$ cat src/design/u8xe_pkg.sv
// Shared constants and helpers for the UTF-8 / XML escape encoder.
package u8xe_pkg;

  localparam int unsigned CpWidth    = 31;
  localparam int unsigned DigitWidth = 6;
  localparam int unsigned NumDigits  = 6;
  localparam int unsigned SrWidth    = DigitWidth * NumDigits;

  typedef logic [2:0] kind_t;

  localparam kind_t KIND_ASCII = 3'd0;
  localparam kind_t KIND_UTF   = 3'd1;
  localparam kind_t KIND_AMP   = 3'd2;
  localparam kind_t KIND_LT    = 3'd3;
  localparam kind_t KIND_GT    = 3'd4;

  localparam logic [7:0] CHAR_AMP  = 8'd38;
  localparam logic [7:0] CHAR_LT   = 8'd60;
  localparam logic [7:0] CHAR_GT   = 8'd62;
  localparam logic [7:0] CHAR_SEMI = 8'd59;
  localparam logic [7:0] CONT_TAG  = 8'h80;

  // Entity text byte at position idx: "&amp;", "&lt;" or "&gt;".
  function automatic logic [7:0] entity_byte(input kind_t kind, input logic [2:0] idx);
    logic [7:0] b;
    b = CHAR_SEMI;
    case (idx)
      3'd0: b = CHAR_AMP;
      3'd1: begin
        case (kind)
          KIND_AMP: b = 8'd97;   // a
          KIND_LT:  b = 8'd108;  // l
          default:  b = 8'd103;  // g
        endcase
      end
      3'd2: b = (kind == KIND_AMP) ? 8'd109 : 8'd116;  // m / t
      3'd3: b = (kind == KIND_AMP) ? 8'd112 : CHAR_SEMI;  // p / ;
      default: b = CHAR_SEMI;
    endcase
    return b;
  endfunction

  // Lead byte length marker for an n-byte sequence.
  function automatic logic [7:0] lead_marker(input logic [2:0] n);
    logic [7:0] m;
    case (n)
      3'd2:    m = 8'hC0;
      3'd3:    m = 8'hE0;
      3'd4:    m = 8'hF0;
      3'd5:    m = 8'hF8;
      3'd6:    m = 8'hFC;
      default: m = 8'h00;
    endcase
    return m;
  endfunction

endpackage

$ cat src/design/utf8_xml_escape_encoder_unit.sv
// UTF-8 encoder with XML entity escaping, one output byte per cycle unless the output stalls.
// A character's first byte is generated from the registered state, then registered.
// Each character is n = 1..6 bytes (4 or 5 for entities), taken from a shift register
// of 6-bit digits; the next character is accepted as the last byte is generated.
// Reset (rst_ni low, asynchronous): the encoder goes idle and the output empties.
module utf8_xml_escape_encoder_unit (
  input  logic        clk_i,
  input  logic        rst_ni,
  input  logic        in_valid_i,
  output logic        in_stall_o,
  input  logic [30:0] code_point_i,
  input  logic        last_char_i,
  output logic        out_valid_o,
  input  logic        out_stall_i,
  output logic [7:0]  out_byte_o,
  output logic        last_byte_o,
  output logic        string_end_o
);

  localparam int unsigned SrW = u8xe_pkg::SrWidth;
  localparam int unsigned DW  = u8xe_pkg::DigitWidth;

  logic                busy_q, busy_d;
  logic [2:0]          rem_q, rem_d;
  logic [2:0]          idx_q, idx_d;
  logic                first_q, first_d;
  u8xe_pkg::kind_t     kind_q, kind_d;
  logic [7:0]          marker_q, marker_d;
  logic [SrW-1:0]      sr_q, sr_d;
  logic                lastc_q, lastc_d;

  logic                out_valid_q, out_valid_d;
  logic [7:0]          out_byte_q, out_byte_d;
  logic                last_byte_q, last_byte_d;
  logic                string_end_q, string_end_d;

  logic                gen;
  logic                finish;
  logic                accept;
  logic [2:0]          n_len;
  logic [SrW-1:0]      cp_ext;
  logic [DW-1:0]       top_digit;
  logic [7:0]          gen_byte;

  assign gen       = busy_q && (!out_valid_q || !out_stall_i);
  assign finish    = gen && (rem_q == 3'd1);
  assign in_stall_o = busy_q && !finish;
  assign accept    = in_valid_i && !in_stall_o;
  assign cp_ext    = {{(SrW - u8xe_pkg::CpWidth){1'b0}}, code_point_i};
  assign top_digit = sr_q[SrW-1 -: DW];

  always_comb begin
    if (code_point_i < 31'h80)           n_len = 3'd1;
    else if (code_point_i < 31'h800)     n_len = 3'd2;
    else if (code_point_i < 31'h10000)   n_len = 3'd3;
    else if (code_point_i < 31'h200000)  n_len = 3'd4;
    else if (code_point_i < 31'h4000000) n_len = 3'd5;
    else                                 n_len = 3'd6;
  end

  always_comb begin
    case (kind_q)
      u8xe_pkg::KIND_ASCII: gen_byte = {1'b0, sr_q[6:0]};
      u8xe_pkg::KIND_UTF: begin
        if (first_q) gen_byte = marker_q | {2'b00, top_digit};
        else         gen_byte = u8xe_pkg::CONT_TAG | {2'b00, top_digit};
      end
      default: gen_byte = u8xe_pkg::entity_byte(kind_q, idx_q);
    endcase
  end

  always_comb begin
    busy_d       = busy_q;
    rem_d        = rem_q;
    idx_d        = idx_q;
    first_d      = first_q;
    kind_d       = kind_q;
    marker_d     = marker_q;
    sr_d         = sr_q;
    lastc_d      = lastc_q;
    out_valid_d  = out_valid_q;
    out_byte_d   = out_byte_q;
    last_byte_d  = last_byte_q;
    string_end_d = string_end_q;

    if (out_valid_q && !out_stall_i) out_valid_d = 1'b0;

    if (gen) begin
      out_valid_d  = 1'b1;
      out_byte_d   = gen_byte;
      last_byte_d  = (rem_q == 3'd1);
      string_end_d = (rem_q == 3'd1) && lastc_q;
      // advance to the next digit
      sr_d    = sr_q << DW;
      rem_d   = rem_q - 3'd1;
      idx_d   = idx_q + 3'd1;
      first_d = 1'b0;
      if (rem_q == 3'd1) busy_d = 1'b0;
    end

    if (accept) begin
      busy_d   = 1'b1;
      idx_d    = 3'd0;
      first_d  = 1'b1;
      lastc_d  = last_char_i;
      marker_d = u8xe_pkg::lead_marker(n_len);
      sr_d     = cp_ext;
      if (code_point_i == 31'(u8xe_pkg::CHAR_AMP)) begin
        kind_d = u8xe_pkg::KIND_AMP;
        rem_d  = 3'd5;
      end else if (code_point_i == 31'(u8xe_pkg::CHAR_LT)) begin
        kind_d = u8xe_pkg::KIND_LT;
        rem_d  = 3'd4;
      end else if (code_point_i == 31'(u8xe_pkg::CHAR_GT)) begin
        kind_d = u8xe_pkg::KIND_GT;
        rem_d  = 3'd4;
      end else if (n_len == 3'd1) begin
        kind_d = u8xe_pkg::KIND_ASCII;
        rem_d  = 3'd1;
      end else begin
        kind_d = u8xe_pkg::KIND_UTF;
        rem_d  = n_len;
        // left-align so the lead digit sits in the top slot
        case (n_len)
          3'd2:    sr_d = cp_ext << (DW * 4);
          3'd3:    sr_d = cp_ext << (DW * 3);
          3'd4:    sr_d = cp_ext << (DW * 2);
          3'd5:    sr_d = cp_ext << DW;
          default: sr_d = cp_ext;
        endcase
      end
    end
  end

  always_ff @(posedge clk_i or negedge rst_ni) begin
    if (!rst_ni) begin
      busy_q      <= 1'b0;
      rem_q       <= 3'd0;
      out_valid_q <= 1'b0;
    end else begin
      busy_q      <= busy_d;
      rem_q       <= rem_d;
      out_valid_q <= out_valid_d;
    end
  end

  always_ff @(posedge clk_i) begin
    idx_q        <= idx_d;
    first_q      <= first_d;
    kind_q       <= kind_d;
    marker_q     <= marker_d;
    sr_q         <= sr_d;
    lastc_q      <= lastc_d;
    out_byte_q   <= out_byte_d;
    last_byte_q  <= last_byte_d;
    string_end_q <= string_end_d;
  end

  assign out_valid_o  = out_valid_q;
  assign out_byte_o   = out_byte_q;
  assign last_byte_o  = last_byte_q;
  assign string_end_o = string_end_q;

`ifndef SYNTHESIS
  a_busy_has_bytes: assert property (@(posedge clk_i) disable iff (!rst_ni)
    busy_q |-> (rem_q != 3'd0))
    else $error("encoder busy with no bytes left");

  a_end_on_last: assert property (@(posedge clk_i) disable iff (!rst_ni)
    (out_valid_o && string_end_o) |-> last_byte_o)
    else $error("string end flagged on a non-final byte");

  a_accept_starts: assert property (@(posedge clk_i) disable iff (!rst_ni)
    (in_valid_i && !in_stall_o) |=> (busy_q && rem_q != 3'd0))
    else $error("accepted transaction did not start encoding");
`endif

endmodule
$ cat config.mk
export PLATFORM = sky130hd
export DESIGN_NAME = utf8_xml_escape_encoder_unit
export DESIGN_NICKNAME = d
export VERILOG_FILES = /design/src/design/u8xe_pkg.sv /design/src/design/utf8_xml_escape_encoder_unit.sv
export SDC_FILE = /design/constraint.sdc
export NUM_CORES = 1
export LEC_CHECK = 0
export ABC_AREA = 0
export BUFFER_PORTS_ARGS = -buffer_cell sky130_fd_sc_hd__buf_2
export CAP_MARGIN = 25
export CORE_MARGIN = 2
export CORE_UTILIZATION = 39
export DETAILED_ROUTE_END_ITERATION = 8
export PLACE_DENSITY = 0.62
export REMOVE_ABC_BUFFERS = 1
export SLEW_MARGIN = 30
export SYNTH_ARGS = -nofsm -noshare
export SYNTH_HDL_FRONTEND = slang
export SYNTH_SLANG_ARGS = --single-unit
$ cat constraint.sdc
create_clock -name clk_i -period 3.8 [get_ports clk_i]
set_input_delay 1.14 -clock clk_i [delete_from_list [all_inputs] [get_ports clk_i]]
set_output_delay 1.14 -clock clk_i [all_outputs]
set_load 0.1 [all_outputs]
==> run_results.csv, run 1 <==
group,metric,value,unit
critical_path,r2r_start,"rem_q[1]",
global_routing,gr-total-overflow,0,
critical_path,cpMaxStageDelayCell,"buf_2",
critical_path,worst_ep_arrival_time,1.95,ns
logic_synthesis,synth_common_cells,"55 x edfxtp_1, 47 x nand2_1, 33 x nor2_1",
timing,hold_violations,0,
logic_synthesis,synth_xor_area_share,0.700,%
timing,worst_pin_slew,0.758,ns
critical_path,r2r-end,"sr_q[20]",
timing,finalCriticalPeriod,3.09,ns
placed_design,gp_congestion,0.982,
timing,worst_hold_slack,0.499,ns
global_routing,grt_max_degree,41,
global_routing,grt_pass1_wl,16400,µm
critical_path,crit_type,"in -> out",
power,ir_drop,0.254,mV
logic_synthesis,netlist.top_cell.by_area,"edfxtp_1",
status,outcome,"finished, final reports clean",
global_routing,groute.usage.overall,20.7,%
timing,setup-violations-final,0,
timing,rsz0062_at_grt,"no",
floorplanning,fp-row-count,35,
logic_synthesis,syn-instance-count,375,
logic_synthesis,synth_fa_ha_area_share,2.33,%
critical_path,crit_family,"buffers and inverters",
clock_network,cts_hold_buf,0,
critical_path,r2r_cells,9,
logic_synthesis,synth.area.top_cells,"edfxtp_1 44%, nand2_1 4.7%, a21oi_1 3.7%, dfrtp_1 3.3%, nor2_1 3.3%",
floorplanning,coreArea,0.00928,mm²
logic_synthesis,synth_warnings,0,
floorplanning,ios,48,
layout,n_antenna_cell,0,
route,vias,3285,
logic_synthesis,synthDistinctLibCells,61,
job,maxCapViolCount,0,
critical_path,cp.buffers_inverters,3,
timing,finalSetupTns,0,ns
critical_path,slowest_delay,0.41,ns
placed_design,placed_cells,543,
layout,nets,468,
floorplanning,die_x,102,µm
min_path,hold_path_end,"idx_q[1]",
global_routing,antenna_found_initial,0,
logic_synthesis,synthFlopType,"edfxtp_1",
critical_path,path_cells,"buf_2, nand2_1, a21bo_2, inv_1, buf_2",
logic_synthesis,synth_top_area_share,44.0,%
placed_design,io_buffer_count,47,
timing,period_share,81.3,%
logic_synthesis,yosys.area_share.simple,22.0,%
floorplanning,dieArea,0.0104,mm²
route,wl,10200,µm
logic_synthesis,synth-compound-area-share,20.2,%
min_path,hold_path_class,"reg -> reg",
clock_network,numClockSinks,64,
clock_network,postCtsSetupRepairBufs,0,
logic_synthesis,synth_top_family_by_area,"simple AND/OR/NAND/NOR gates",
logic_synthesis,synth_area,0.00375,mm²
clock_network,cts_resized,0,
clock_network,cts_tree,"yes",
logic_synthesis,synth-seq-cells,64,
clock_network,clockBufferDepth,2,
logic_synthesis,synth.most_common_cell,"edfxtp_1",
timing,timing.final.max_slew_violations,0,
route,drtPass1Iterations,6,
logic_synthesis,synth-seq-area-share,49.5,%
clock_network,ctsRootBufferMaster,"clkbuf_8",
floorplanning,start_util,40.4,%
placed_design,place_hpwl,7290,µm
timing,fmax,0.324,GHz
global_routing,grt_pass1_vias,3153,
min_path,worstHoldPathCells,2,
clock_network,cts_max_level,3,
critical_path,required,2.66,ns
route,drtAntennaViolNets,0,
logic_synthesis,synth_edf_count,55,
clock_network,cts_buffers,9,
critical_path,crit_path_end_kind,"output pin",
layout,drive_gt1_share,22.1,%
timing,skew,0.0126,ns
layout,layout.cells.non_filler,559,
critical_path,cp_max_fo,3,
min_path,min-delay-start,"idx_q[1]",
critical_path,path_common_cell,"buf_2",
logic_synthesis,syn_area_per_cell,10.0,µm²
layout,syn2layout_area_growth,14.8,%
power,p_per_area,626,mW/mm²
floorplanning,dieHeight,102,µm
critical_path,cp-start-kind,"primary input",
clock_network,clk_latency,0.34,ns
critical_path,r2r_setup_slack,1.60,ns
route,drc,0,
clock_network,clk_pin_slew_worst_paths,0.08,ns
logic_synthesis,synthArstFlopShare,7.81,%
power,leakagePower,1.61,nW
route,via_per_inst,5.88,
route,drt_iter0_markers,311,
route,wl_per_cell,18.3,µm
logic_synthesis,synthMuxAreaShare,1.33,%
timing,slew_headroom,49.3,%
==> per-layer routing <==
layer  routed length (µm)  GRT usage [%]  vias to the layer above
met2                 4590           30.4                      189
met4                  201           6.97                        0
met1                 4560           30.0                     1549
li1                     -              -                     1525
met3                  868           4.92                       22
met5                    0              0                        -
==> stage by stage <==
stage               setup WS, ns  utilization [%]  area (µm²)  total power [mW]
detailed placement         0.555             44.5        4130              2.17
global placement           0.565             44.5        4130              2.16
floorplan                -0.0644                -        3660              1.91
finish                     0.711             46.4        4310              2.70
global route               0.666             46.4        4310              2.86
CTS                        0.708             46.4        4310              2.71
==> state kept, by name, summed over array words and instances (netlist names) <==
register / count
out_byte_o: 8
first_q: 1
string_end_o: 1
kind_q: 3
last_byte_o: 1
idx_q: 3
lastc_q: 1
out_valid_o: 1
busy_q: 1
marker_q: 5
sr_q: 36
rem_q: 3
==> worst min-delay path, cell delays in order, from the launching register on <==
cell and delay, ns:
dfxtp_1 0.34, nand2_1 0.06, a21oi_1 0.05
==> where the power goes <==
group          internal [mW]  switching [mW]  total, mW
clock                  0.271           0.268      0.539
sequential              1.07           0.103       1.17
combinational          0.284           0.702      0.986
==> logic make-up (layout without fill, tap and decap cells) <==
kind of cell / count (synthesis) / in the layout
compound gates: 115 / 115
xor+xnor: 3 / 3
fa+ha+maj: 7 / 7
buf+inv: 33 / 88
flops: 64 / 64
mux: 5 / 5
simple gates: 148 / 148
==> how the worst max path moves through the flow <==
stage	startpoint	endpoint	cells after the start
3_5_place_dp	code_point_i[30]	sr_q[19]	7
5_1_grt	code_point_i[30]	sr_q[19]	7
4_1_cts	out_stall_i	in_stall_o	5
3_3_place_gp	code_point_i[21]	sr_q[22]	6
2_1_floorplan	out_stall_i	sr_q[0]	5
6_report	out_stall_i	in_stall_o	5
==> final cells by class <==
| class | instances | area (µm²) |
|---|---|---|
| Timing Repair Buffer | 57 | 310 |
| Sequential cell | 64 | 1860 |
| Tap cell | 129 | 161 |
| Multi-Input combinational cell | 278 | 1750 |
| Clock buffer | 13 | 159 |
| Clock inverter | 3 | 17.5 |
| Inverter | 15 | 56.3 |
| Fill cell | 951 | 4970 |
==> layout by cell type (no fill, tap or decap), drive strengths merged, types with 3 or more instances in the layout <==
cell type and n:
or4 5, nand3 5, a221oi 13, inv 13
a211oi 4, o31ai 4, nand2b 4, nor3b 6
or3 3, nor2 38, clkinv 4, dfxtp 4
a21oi 29, clkbuf 13, mux2i 5, nor4 7
nand2 48, a2111oi 11, and2 3, buf 57
ha 7, edfxtp 55, nor3 9, and3 13
dfrtp 5, o21ai 35
(Power assumes the default switching activity.)
==> run 2, diff against run 1 <==
Settings changed: PLACE_DENSITY 0.62 to 0.65.
Clock period 3.8 ns to 2.8 ns, I/O delays scaled along.
==> run_results.csv, run 2 (synthesis gave the netlist of run 1 again) <==
group,metric,value,unit
layout,final_common_cell,"edfxtp_1",
clock_network,cts_hold_buf,0,
clock_network,clk_pin_slew_worst_paths,0.08,ns
layout,top_register,"sr_q",
power,switching_share,39.6,%
route,wl,10800,µm
layout,drive_gt1_share,26.7,%
power,pwr-share-comb,37.1,%
job,maxCapViolCount,0,
placed_design,gp_congestion,0.982,
timing,worst_pin_slew,0.753,ns
global_routing,grt_pass1_vias,3270,
timing,rsz0062_at_grt,"no",
critical_path,cpMaxStageDelayCell,"or4_4",
global_routing,antenna_found_initial,0,
timing,finalSetupTns,0,ns
floorplanning,coreArea,0.00928,mm²
min_path,hold_path_class,"in -> async",
clock_network,clk_latency,0.35,ns
power,seqPwrFrac,41.4,%
route,drtPass1Iterations,5,
route,via_per_inst,5.80,
clock_network,cts_tree,"yes",
power,ir_drop,0.441,mV
critical_path,path_cells,"buf_2, or4_4, nor4_2, a21oi_2, buf_4, o21ai_0, o21ai_1",
floorplanning,dieHeight,102,µm
critical_path,r2r_cells,8,
critical_path,worst_ep_arrival_time,2.63,ns
clock_network,cts_buffers,9,
power,p_per_area,838,mW/mm²
clock_network,numClockSinks,64,
floorplanning,start_util,40.4,%
power,switchingPower,1.52,mW
clock_network,clockBufferDepth,2,
floorplanning,fp-row-count,35,
layout,nets,492,
global_routing,gr-total-overflow,0,
layout,largest_reg_flops,36,
critical_path,cp_max_fo,13,
clock_network,cts_max_level,3,
layout,n_antenna_cell,0,
critical_path,slowest_delay,0.60,ns
placed_design,dpl_worst_slack,-0.0686,ns
route,drt_iter0_markers,244,
clock_network,ctsRootBufferMaster,"clkbuf_8",
critical_path,crit_path_end_kind,"flop",
route,drtAntennaViolNets,0,
timing,fmax,0.394,GHz
timing,timing.final.max_slew_violations,0,
timing,slew_headroom,49.6,%
timing,period_share,90.6,%
route,drc,0,
power,leakagePower,1.77,nW
critical_path,crit_type,"in -> reg",
timing,finalCriticalPeriod,2.54,ns
placed_design,place_hpwl,7890,µm
timing,setup-violations-final,0,
critical_path,cp-start-kind,"primary input",
power,clockPowerShare,21.6,%
global_routing,grt_max_degree,42,
power,p_int,2.32,mW
floorplanning,dieArea,0.0104,mm²
clock_network,postCtsSetupRepairBufs,0,
layout,layout_common_cells,"55 x edfxtp_1, 47 x nand2_1, 46 x buf_2",
timing,skew,0.0110,ns
global_routing,groute.usage.overall,22.0,%
global_routing,grt_pass1_wl,17500,µm
placed_design,io_buffer_count,47,
timing,fin_ws,0.264,ns
status,outcome,"finished, final reports clean",
floorplanning,ios,48,
route,vias,3381,
timing,hold_violations,0,
route,wl_per_cell,18.6,µm
clock_network,cts_resized,0,
layout,syn2layout_area_growth,21.9,%
critical_path,required,2.89,ns
floorplanning,die_x,102,µm
-- run 2: power groups by stage --
stage                     registers [mW]  logic, mW  clock network, mW
after floorplan                     1.91      0.685                  0
after global routing                1.62       1.55              0.877
after CTS                           1.59       1.42              0.845
after detailed placement            1.60       1.42                  0
after global placement              1.60       1.39                  0
final                               1.59       1.42              0.828
-- run 2: worst max-delay path, delay by kind of cell --
family                 cells  cell delay, ns
and+or+nand+nor            2            1.01
AOI/OAI and AO/OA          3            0.41
buffers and inverters      2            0.35
-- run 2: stage by stage --
step / area, µm² / util (%) / total power [mW] / cells / hold WS [ns]
final: 4570 / 49.3 / 3.83 / 583 / 0.286
after global routing: 4570 / 49.3 / 4.05 / 583 / 0.270
after CTS: 4570 / 49.3 / 3.85 / 583 / 0.277
after detailed placement: 4370 / 47.0 / 3.02 / 567 / 0.485
after global placement: 4370 / 47.0 / 2.99 / 567 / 0.459
after floorplan: 3660 / - / 2.60 / 357 / 0.447
-- run 2: per-layer routing --
layer  part of all wire (%)  track usage, %  vias to the layer above
met1                     45            30.9                     1618
li1                       -               -                     1583
met3                    6.8            4.58                       17
met5                      0               0                        -
met2                     46            34.1                      163
met4                    1.7            6.97                        0
-- run 2: layout make-up --
class / instances / area (µm²)
fillers: 892 / 4710
flip-flops and latches: 64 / 1860
multi-input cells: 278 / 1750
repair buffers: 81 / 543
clock buffers: 11 / 174
well taps: 129 / 161
inverters: 15 / 56.3
clock inverters: 5 / 35.0
-- run 2: worst paths after layout --
check	start	endpoint	slack, ns
worst min register to register	busy_q	out_valid_o	0.50
worst max register to register	rem_q[0]	sr_q[12]	0.66
worst max-delay path	code_point_i[20]	sr_q[19]	0.26
min in group clk_i	busy_q	out_valid_o	0.50
max in group asynchronous	rst_ni	rem_q[1]	2.37
worst min-delay path	rst_ni	rem_q[2]	0.29
==> run 3, diff against run 2 <==
Settings changed: REMOVE_ABC_BUFFERS 1 to not set.
==> run_results.csv, run 3 (synthesis gave the netlist of run 1 again) <==
group,metric,value,unit
timing,setup-violations-final,0,
placed_design,dpl-instance-area,0.00445,mm²
floorplanning,dieHeight,102,µm
route,via_per_inst,5.73,
timing,period_share,92.5,%
layout,nets,505,
clock_network,ctsRootBufferMaster,"clkbuf_8",
route,drc,0,
power,finalPower,4.02,mW
floorplanning,ios,48,
critical_path,slowest_delay,0.53,ns
power,ir_drop,0.401,mV
clock_network,cts_max_level,3,
route,vias,3415,
critical_path,crit_type,"in -> reg",
route,drt_iter0_markers,263,
clock_network,clk_pin_slew_worst_paths,0.08,ns
global_routing,antenna_found_initial,0,
critical_path,required,2.88,ns
route,drtAntennaViolNets,0,
placed_design,place_hpwl,8240,µm
placed_design,io_buffer_count,47,
clock_network,clk_latency,0.34,ns
job,maxCapViolCount,0,
layout,layout.cells.non_filler,596,
logic_synthesis,syn_nets,418,
critical_path,r2r_setup_slack,0.61,ns
timing,worst_pin_slew,0.815,ns
timing,slew_headroom,45.7,%
critical_path,crit_family,"simple AND/OR/NAND/NOR gates",
layout,finalCoreUtilization,50.7,%
timing,fin_ws,0.210,ns
timing,worst_hold_slack,0.295,ns
timing,timing.final.max_slew_violations,0,
critical_path,cp_max_fo,6,
placed_design,placed_cells,580,
critical_path,cp-start-kind,"primary input",
power,p_per_area,854,mW/mm²
critical_path,crit_path_end_kind,"flop",
global_routing,groute.usage.overall,22.6,%
clock_network,postCtsSetupRepairBufs,0,
clock_network,cts_resized,0,
min_path,hold_path_class,"in -> async",
route,wl,11200,µm
timing,hold_violations,0,
layout,largest_reg_flops,36,
global_routing,grt_pass1_vias,3333,
layout,drive_gt1_share,28.9,%
layout,top_register,"sr_q",
critical_path,worst_ep_arrival_time,2.67,ns
clock_network,cts_hold_buf,0,
floorplanning,die_x,102,µm
critical_path,path_cells,"buf_2, nor4_2, nand2_1, buf_4, and3_1, a2111oi_0, o21ai_1",
timing,finalSetupTns,0,ns
timing,rsz0062_at_grt,"no",
layout,n_antenna_cell,0,
route,drtPass1Iterations,5,
layout,layout_common_cells,"55 x edfxtp_1, 46 x nand2_1, 46 x buf_2",
timing,skew,0.00710,ns
floorplanning,coreArea,0.00928,mm²
critical_path,cp.buffers_inverters,2,
clock_network,clockBufferDepth,2,
critical_path,cpMaxStageDelayCell,"a2111oi_0",
global_routing,grt_max_degree,45,
global_routing,gr-total-overflow,0,
route,wl_per_cell,18.7,µm
clock_network,cts_tree,"yes",
floorplanning,start_util,40.4,%
status,outcome,"finished, final reports clean",
clock_network,numClockSinks,64,
layout,syn2layout_area_growth,25.4,%
timing,finalCriticalPeriod,2.59,ns
placed_design,gp_congestion,1.03,
floorplanning,fp-row-count,35,
clock_network,cts_buffers,9,
power,leakagePower,1.84,nW
placed_design,dpl_worst_slack,-0.0866,ns
timing,fmax,0.386,GHz
layout,fin_area,0.00471,mm²
floorplanning,dieArea,0.0104,mm²
layout,final_common_cell,"edfxtp_1",
global_routing,grt_pass1_wl,17600,µm
==> run 3: cell count changes in the layout (fill, tap and decap cells not counted) <==
cell	change
buf_12	-1
buf_4	+14
bufinv_16	+3
clkbuf_8	+1
clkinv_2	-2
clkbuf_16	-2
nand2_2	+1
nand2_1	-1
==> run 3: report_power, final <==
group	switching (mW)	internal, mW	total, mW
registers	0.143	1.45	1.59
clock network	0.392	0.620	1.01
logic	0.974	0.440	1.41
==> run 3: final cells by class <==
type | instances | area, µm²
clock buffers | 10 | 138
clock inverters | 6 | 115
fillers | 892 | 4580
inverters | 15 | 56.3
multi-input cells | 278 | 1750
flip-flops and latches | 64 | 1860
well taps | 129 | 161
repair buffers | 94 | 628
==> run 3: worst paths after layout <==
check	depth (start not counted)	start	endpoint
worst min register to register	1	busy_q	out_valid_o
min in group clk_i	1	busy_q	out_valid_o
worst max-delay path	7	code_point_i[21]	sr_q[19]
max in group asynchronous	1	rst_ni	rem_q[0]
worst max register to register	8	rem_q[0]	sr_q[16]
worst min-delay path	1	rst_ni	rem_q[2]
==> run 3: metal layers <==
metal | vias to the layer above | track usage, % | share of wire (%)
met5 | - | 0 | 0
met4 | 0 | 9.95 | 2.8
met3 | 33 | 5.13 | 7.2
met2 | 173 | 35.9 | 47
met1 | 1611 | 29.7 | 43
li1 | 1598 | - | -
